==> src/rtl/core/cbws_pkg.sv <==
package cbws_pkg;

    // Sizing of the storage.
    localparam int MAX_LINE    = 2048;
    localparam int MAX_WIN     = 15;
    localparam int SAMPLE_BITS = 16;

    // Widths fixed by the register and result formats.
    localparam int LEN_W     = 12;
    localparam int WIN_W     = 4;
    localparam int ROW_W     = 12;
    localparam int SUM_W     = 24;
    localparam int REG_IDX_W = 2;

    localparam logic [ROW_W-1:0] ROW_MAX = '1;

    // Derived widths.
    localparam int COL_W    = $clog2(MAX_LINE);
    localparam int SLOT_W   = $clog2(MAX_WIN + 1);
    localparam int LS_DEPTH = MAX_WIN * MAX_LINE;
    localparam int LS_AW    = $clog2(LS_DEPTH);
    localparam int CS_W     = SAMPLE_BITS + $clog2(MAX_WIN + 1);
    localparam int ACC_W    = SAMPLE_BITS + $clog2(MAX_WIN * MAX_WIN + 1);
    localparam int HIST_D   = MAX_WIN + 1;
    localparam int HIST_AW  = $clog2(HIST_D);
    localparam int FIFO_D   = 4;
    localparam int FIFO_AW  = $clog2(FIFO_D);
    localparam int FIFO_CW  = $clog2(FIFO_D + 2);

    // Register indexes.
    localparam logic [REG_IDX_W-1:0] REG_ROW_LENGTH = 2'd0;
    localparam logic [REG_IDX_W-1:0] REG_WIN_ROWS   = 2'd1;
    localparam logic [REG_IDX_W-1:0] REG_WIN_COLS   = 2'd2;

    typedef struct packed {
        logic [LEN_W-1:0] len;
        logic [WIN_W-1:0] win_rows;
        logic [WIN_W-1:0] win_cols;
    } cbws_cfg_t;

    // Per-sample control passed from the line store stage to the summing stage.
    typedef struct packed {
        logic [COL_W-1:0] col;
        logic             first_row;
        logic             sub_en;
        logic             emit;
        logic             last;
    } cbws_ctl_t;

    typedef struct packed {
        logic signed [SUM_W-1:0] sum_re;
        logic signed [SUM_W-1:0] sum_im;
        logic                    row_end;
    } cbws_res_t;

    function automatic logic [LEN_W-1:0] clamp_len(input logic [LEN_W-1:0] v);
        logic [LEN_W-1:0] r;
        r = v;
        if (v == '0)
            r = LEN_W'(1);
        else if (int'(v) > MAX_LINE)
            r = LEN_W'(MAX_LINE);
        return r;
    endfunction

    function automatic logic [WIN_W-1:0] clamp_win(input logic [WIN_W-1:0] v);
        logic [WIN_W-1:0] r;
        r = v;
        if (v == '0)
            r = WIN_W'(1);
        else if (int'(v) > MAX_WIN)
            r = WIN_W'(MAX_WIN);
        return r;
    endfunction

    function automatic logic [LS_AW-1:0] ls_addr(input logic [SLOT_W-1:0] slot,
                                                 input logic [COL_W-1:0] col);
        logic [LS_AW-1:0] a;
        a = LS_AW'(slot) * LS_AW'(MAX_LINE) + LS_AW'(col);
        return a;
    endfunction

endpackage

==> src/rtl/core/cbws_out_fifo.sv <==
module cbws_out_fifo (
    input  logic                clk,
    input  logic                rst_n,
    input  logic                push,
    input  cbws_pkg::cbws_res_t push_data,
    input  logic                pending,
    output logic                room,
    output logic                out_valid,
    input  logic                out_ready,
    output cbws_pkg::cbws_res_t out_data
);
    import cbws_pkg::*;

    cbws_res_t          mem_reg [0:FIFO_D-1];
    logic [FIFO_AW-1:0] wr_ptr_reg;
    logic [FIFO_AW-1:0] rd_ptr_reg;
    logic [FIFO_CW-1:0] count_reg;
    logic               pop;

    assign out_valid = (count_reg != '0);
    assign pop       = out_valid && out_ready;
    assign out_data  = mem_reg[rd_ptr_reg];
    // A new transaction may enter only if its result and the one in flight fit.
    assign room      = (count_reg + FIFO_CW'(pending)) < FIFO_CW'(FIFO_D);

    always_ff @(posedge clk)
    begin
        if (push)
            mem_reg[wr_ptr_reg] <= push_data;
    end

    always_ff @(posedge clk or negedge rst_n)
    begin
        if (!rst_n)
        begin
            wr_ptr_reg <= '0;
            rd_ptr_reg <= '0;
            count_reg  <= '0;
        end
        else
        begin
            if (push)
                wr_ptr_reg <= wr_ptr_reg + FIFO_AW'(1);
            if (pop)
                rd_ptr_reg <= rd_ptr_reg + FIFO_AW'(1);
            count_reg <= count_reg + FIFO_CW'(push) - FIFO_CW'(pop);
        end
    end

    a_no_overflow: assert property (@(posedge clk) disable iff (!rst_n)
        push |-> (count_reg < FIFO_CW'(FIFO_D)) || pop)
        else $error("result queue overflow");

endmodule

==> config.mk <==
export PLATFORM = sky130hd
export DESIGN_NAME = cbws_out_fifo
export DESIGN_NICKNAME = d
export VERILOG_FILES = /design/src/rtl/core/cbws_pkg.sv /design/src/rtl/core/cbws_out_fifo.sv
export SDC_FILE = /design/constraint.sdc
export NUM_CORES = 1
export LEC_CHECK = 0
export BUFFER_PORTS_ARGS = -buffer_cell sky130_fd_sc_hd__buf_4
export CAP_MARGIN = 10
export CORE_ASPECT_RATIO = 1.75
export CORE_MARGIN = 2
export CORE_UTILIZATION = 50
export CTS_BUF_LIST = sky130_fd_sc_hd__clkbuf_8
export DETAILED_ROUTE_END_ITERATION = 7
export PLACE_DENSITY = 0.73
export SLEW_MARGIN = 5
export SYNTH_ARGS = -nofsm -noshare
export SYNTH_HDL_FRONTEND = slang
export SYNTH_SLANG_ARGS = --single-unit
export TNS_END_PERCENT = 100
==> constraint.sdc <==
create_clock -name clk -period 6.25 [get_ports clk]
set_clock_uncertainty 0.2 [all_clocks]
set_input_delay 1.25 -clock clk [delete_from_list [all_inputs] [get_ports clk]]
set_output_delay 1.25 -clock clk [all_outputs]
set_load 0.03 [all_outputs]
==> results.json, run 1 <==
{
  "clock_latency_ns": 0.52,
  "final_max_slew_viol_count": 0,
  "cts_buffers": 27,
  "fillers": 1049,
  "maxSlewHeadroom": 0.329,
  "crit_type": "reg -> out",
  "yosysWarnings": 0,
  "ys_seq_elements": 203,
  "holdBufCountCts": 0,
  "syn-mean-instance-area_sq_um": 25.7,
  "root_buffer": "clkbuf_8",
  "grt_pass1_vias": 3788,
  "p_comb_frac": 0.347,
  "synthAdderAreaFrac": 0.0126,
  "grt_pass1_wl_microns": 19600,
  "viasPerCell": 5.35,
  "crit_path_start_kind": "flop",
  "fin_cells": 620,
  "ant_nets": 0,
  "slowest_delay_ns": 1.10,
  "num_vias": 3318,
  "final_layout_size_suffix_gt1_frac": 0.453,
  "hold_violations": 0,
  "vdd_drop_max_mv": 0.315,
  "worst_hold_path_type": "in -> async",
  "netlist_top_cells_area": "edfxtp_1 (78%), mux4_2 (14%), dfrtp_1 (2.3%), buf_12 (1.3%), ha_1 (1.0%)",
  "synth-xor-area-share": 0.00697,
  "netlist_area_sq_mm": 0.00754,
  "first_pass_iters": 4,
  "start_util": 0.508,
  "p_int_w": 0.00289,
  "die-area_sq_mm": 0.0161,
  "antenna_found_initial": 0,
  "fp.dieW_microns": 96.8,
  "hold_slack_ns": 0.325,
  "yosysTopAreaCellShare": 0.780,
  "p_switching_w": 0.00148,
  "finalCriticalPeriod_ns": 3.93,
  "crit_required_ns": 4.80,
  "io_buffers": 104,
  "synth_top_family_by_area": "multiplexers",
  "track_usage": 0.156,
  "path_cells": "mux4_1 > buf_4",
  "diodes": 0,
  "power.density_mw_per_mm2": 489,
  "switching_share": 0.339,
  "clkPwrFrac": 0.203,
  "setup_tns_ns": 0,
  "core_sq_mm": 0.0148,
  "status": "completed",
  "cts.sinks": 203,
  "wl_per_cell_microns": 20.1,
  "clockBufferDepth": 3,
  "clkSlewWorstSetupHoldPaths_ns": 0.07,
  "cpLargestDelayFamily": "flip-flops",
  "critPathArrivalTime_ns": 2.48,
  "nets": 480,
  "setup_viol": 0,
  "slowest_stage": "dfrtp_4",
  "cts_resized": 0,
  "drtIter0Drc": 150,
  "place.gp.congestion": 0.680,
  "yosysUniqueCellTypes": 20,
  "pwr-share-seq": 0.450,
  "postLayoutSetupSlackWorst_ns": 2.32,
  "row_count": 59,
  "yosysSeqAreaShare": 0.804,
  "postCtsSetupBuffers": 0,
  "worstReg2RegStart": "count_reg[2]",
  "htree_levels": 1,
  "synth_mux_area_frac": 0.147,
  "synth_top_area_cell": "edfxtp_1",
  "fmax_mhz": 255,
  "wl_microns": 12400,
  "tightest_slew_ns": 1.01,
  "drc": 0,
  "min_period_over_period": 0.628,
  "max-cap-violations": 0,
  "leakagePower_nw": 3.13,
  "post-place-ws_ns": 2.79,
  "grt_max_degree": 52,
  "overflow": 0,
  "crit_path_end_kind": "output port",
  "critPathMaxFanout": 51,
  "areaGrowthSynthToFinish_pct": 18.6,
  "die_y_microns": 166,
  "dp_cells": 573,
  "crit_buf_inv": 1,
  "hpwlAfterDp_microns": 7480,
  "synth_compound_area_frac": 0.00299,
  "synth_fp_nets": 354,
  "yosys.area_share.simple": 0.00531,
  "cp-startpoint": "rd_ptr_reg[0]",
  "io_pins": 105,
  "rsz0062_at_grt": "false",
  "cts_tree": "yes",
  "netlist_instances": 293,
  "largest_register_ffs": 196
}
-- final timing paths --
| path | to | slack, ns | cells past startpoint |
|---|---|---|---|
| worst max-delay path | out_data[48] | 2.32 | 2 |
| max in group asynchronous | rd_ptr_reg[0] | 5.39 | 1 |
| worst max register to register | count_reg[2] | 3.94 | 7 |
| worst min-delay path | count_reg[2] | 0.33 | 1 |
| worst min register to register | wr_ptr_reg[0] | 0.33 | 1 |
| min in group clk | wr_ptr_reg[0] | 0.33 | 1 |
-- cells in the final DEF (no fill, tap or decap) --
cell,n
edfxtp_1,196
buf_4,109
mux4_2,48
clkbuf_8,27
inv_1,15
ha_1,6
clkinv_2,6
dfrtp_1,5
xor2_1,4
and2_2,4
clkinv_1,3
xnor2_1,2
o31a_1,1
nand3_1,1
mux4_1,1
or3_1,1
nand2_1,1
o21ai_0,1
o311ai_0,1
fa_1,1
clkinvlp_4,1
bufinv_16,1
dfrtp_4,1
dfrtp_2,1
-- power groups by stage --
| stage | clock (W) | sequential [W] | combinational [W] |
|---|---|---|---|
| 5_1_grt | 0.000968 | 0.00202 | 0.00159 |
| 3_3_place_gp | 0 | 0.00200 | 0.00153 |
| 4_1_cts | 0.000914 | 0.00199 | 0.00155 |
| 3_5_place_dp | 0 | 0.00201 | 0.00155 |
| 6_report | 0.000887 | 0.00197 | 0.00152 |
| 2_1_floorplan | 0 | 0.00187 | 0.00121 |
-- logic make-up after synthesis --
family                     Yosys count
xor gates and xnor gates             6
DFF                                203
and+or+nand+nor                      7
muxes                               49
AOI/OAI and AO/OA                    3
adders and majority gates            7
buffers and inverters               18
-- synthesized netlist by cell type --
cell	n
and2_1	4
buf_12	5
buf_2	5
buf_6	1
clkbuf_1	1
dfrtp_1	7
edfxtp_1	196
fa_1	1
ha_1	6
inv_1	6
mux4_1	1
mux4_2	48
nand2_1	1
nand3_1	1
o21ai_0	1
o311ai_0	1
o31a_1	1
or3_1	1
xnor2_1	2
xor2_1	4
-- cell type report --
type                            instances  area, sq um  area share
Clock buffer                           27          372      0.0416
Sequential cell                       203         6070       0.678
Inverter                                6         22.5     0.00252
Clock inverter                         20          113      0.0126
Multi-Input combinational cell         72         1320       0.148
Timing Repair Buffer                  109          818      0.0915
Tap cell                              183          229      0.0256
-- metal layers --
metal | part of all wire | track usage | vias to the layer above
met5 | 0 | 0 | -
met4 | 0.023 | 0.0631 | 0
met3 | 0.045 | 0.0302 | 21
met2 | 0.57 | 0.293 | 85
met1 | 0.36 | 0.172 | 1722
li1 | - | - | 1490
-- through the flow --
step,total power [W],instance area (sq um),util
2_1_floorplan,0.00308,7540,-
3_3_place_gp,0.00353,8460,0.570
3_5_place_dp,0.00356,8460,0.570
4_1_cts,0.00445,8940,0.603
5_1_grt,0.00458,8940,0.603
6_report,0.00437,8940,0.603
Power figures use the tool's default switching activity.
==> inputs of run 2 (changes only) <==
- clock period: 6.25 -> 3.94 ns (I/O delays scaled with it)
==> run 2 against run 1 <==
Compared with the run above:
- die area stayed put
- power rose by 63%
- flip-flop and latch count stayed put
- first-iteration DRC count is 19% higher
- critical endpoint is now out_data[29]
- largest cell class unchanged
- largest power group unchanged
==> results.json, run 2 (same netlist as run 1, synthesis figures left out) <==
{
  "maxSlewHeadroom": 0.504,
  "worstReg2RegStart": "count_reg[2]",
  "status": "completed",
  "clkSlewWorstSetupHoldPaths_ns": 0.07,
  "vdd_drop_max_mv": 0.545,
  "antenna_found_initial": 0,
  "place.gp.congestion": 0.760,
  "r2r_end": "count_reg[2]",
  "setup_viol": 0,
  "wl_per_cell_microns": 20.2,
  "hold_violations": 0,
  "worstHoldStart": "push_data[25]",
  "final_cell_mix": "edfxtp_1 (196), buf_4 (113), mux4_2 (48)",
  "htree_levels": 1,
  "ant_nets": 0,
  "grt_pass1_vias": 3712,
  "die_y_microns": 166,
  "overflow": 0,
  "largest_register_ffs": 196,
  "cts.sinks": 203,
  "crit_path_end_kind": "output port",
  "max-cap-violations": 0,
  "crit_path_start_kind": "flop",
  "fp.dieW_microns": 96.8,
  "clock_latency_ns": 0.50,
  "cts_buffers": 27,
  "mostFrequentLayoutCell": "edfxtp_1",
  "critPathArrivalTime_ns": 2.35,
  "min_period_over_period": 0.847,
  "hold_path_depth": 1,
  "hold_end": "mem_reg[2][25]",
  "fmax_mhz": 300,
  "die-area_sq_mm": 0.0161,
  "hold_slack_ns": 0.280,
  "rsz0062_at_grt": "false",
  "hpwlAfterDp_microns": 7940,
  "leakagePower_nw": 3.17,
  "nets": 486,
  "power.density_mw_per_mm2": 787,
  "crit_type": "reg -> out",
  "r2r_cells": 7,
  "critPathMaxFanout": 24,
  "tightest_slew_ns": 0.744,
  "final_layout_size_suffix_gt1_frac": 0.467,
  "worst_hold_path_type": "in -> reg",
  "regToRegSetupSlack_ns": 1.66,
  "grt_pass1_wl_microns": 20100,
  "start_util": 0.508,
  "first_pass_iters": 5,
  "num_vias": 3349,
  "final_max_slew_viol_count": 0,
  "finalCriticalPeriod_ns": 3.34,
  "root_buffer": "clkbuf_8",
  "viasPerCell": 5.33,
  "row_count": 59,
  "track_usage": 0.161,
  "clockBufferDepth": 3,
  "wl_microns": 12700,
  "io_pins": 105,
  "fillers": 1062,
  "crit_required_ns": 2.95,
  "setup_tns_ns": 0,
  "diodes": 0,
  "drc": 0,
  "grt_max_degree": 50,
  "io_buffers": 104,
  "core_sq_mm": 0.0148,
  "cts_tree": "yes",
  "areaGrowthSynthToFinish_pct": 20.2,
  "drtIter0Drc": 179
}
run 2: what timing repair did:
| item | in CTS | in global routing |
|---|---|---|
| hold buffers | 1 | 0 |
| hold endpoints to repair | 7 | 0 |
| setup buffers | 0 | 0 |
| gates resized for setup | 0 | 0 |
run 2: worst max path at each step:
stage	from	end	slack, ns	depth (start not counted)
after detailed placement	rd_ptr_reg[0]	out_data[21]	1.09	3
after CTS	rd_ptr_reg[0]	out_data[21]	0.54	3
after floorplan	push	mem_reg[0][0]	1.37	1
final	rd_ptr_reg[0]	out_data[29]	0.60	3
after global placement	rd_ptr_reg[0]	out_data[21]	1.10	3
after global routing	rd_ptr_reg[0]	out_data[29]	0.45	3
run 2: through the flow:
step                 util  total power (W)  instance area, sq um  cells  setup WS [ns]
floorplan               -          0.00488                  7540    293           1.37
global placement    0.573          0.00563                  8510    578           1.10
detailed placement  0.573          0.00569                  8510    578           1.09
CTS                 0.611          0.00724                  9070    628          0.541
global route        0.611          0.00747                  9070    628          0.453
finish              0.611          0.00714                  9070    628          0.603
run 2: power by group:
part | internal [W] | total, W | switching, W | leakage (nW)
registers | 0.00283 | 0.00307 | 0.000239 | 1.88
clock network | 0.000846 | 0.00156 | 0.000713 | 0.290
logic | 0.00109 | 0.00251 | 0.00142 | 0.999
run 2: layout make-up:
class	instances	area (sq um)	share of cell area
sequential	203	6070	0.669
multi-input combinational	72	1320	0.146
timing repair buffer	115	878	0.0969
clock buffer	27	372	0.0410
tap	183	229	0.0253
clock inverter	22	176	0.0195
inverter	6	22.5	0.00248
run 2: worst max-delay path: stages, from the launching register on:
cell	delay, ns
dfrtp_4	0.71
buf_4	0.36
mux4_2	0.56
buf_4	0.19
run 2: per-layer routing:
layer  part of all wire  vias to the layer above  GRT usage
li1                   -                     1502          -
met1               0.37                     1727      0.183
met2               0.56                      101      0.296
met3              0.045                       19     0.0344
met4              0.022                        0     0.0582
met5                  0                        -          0
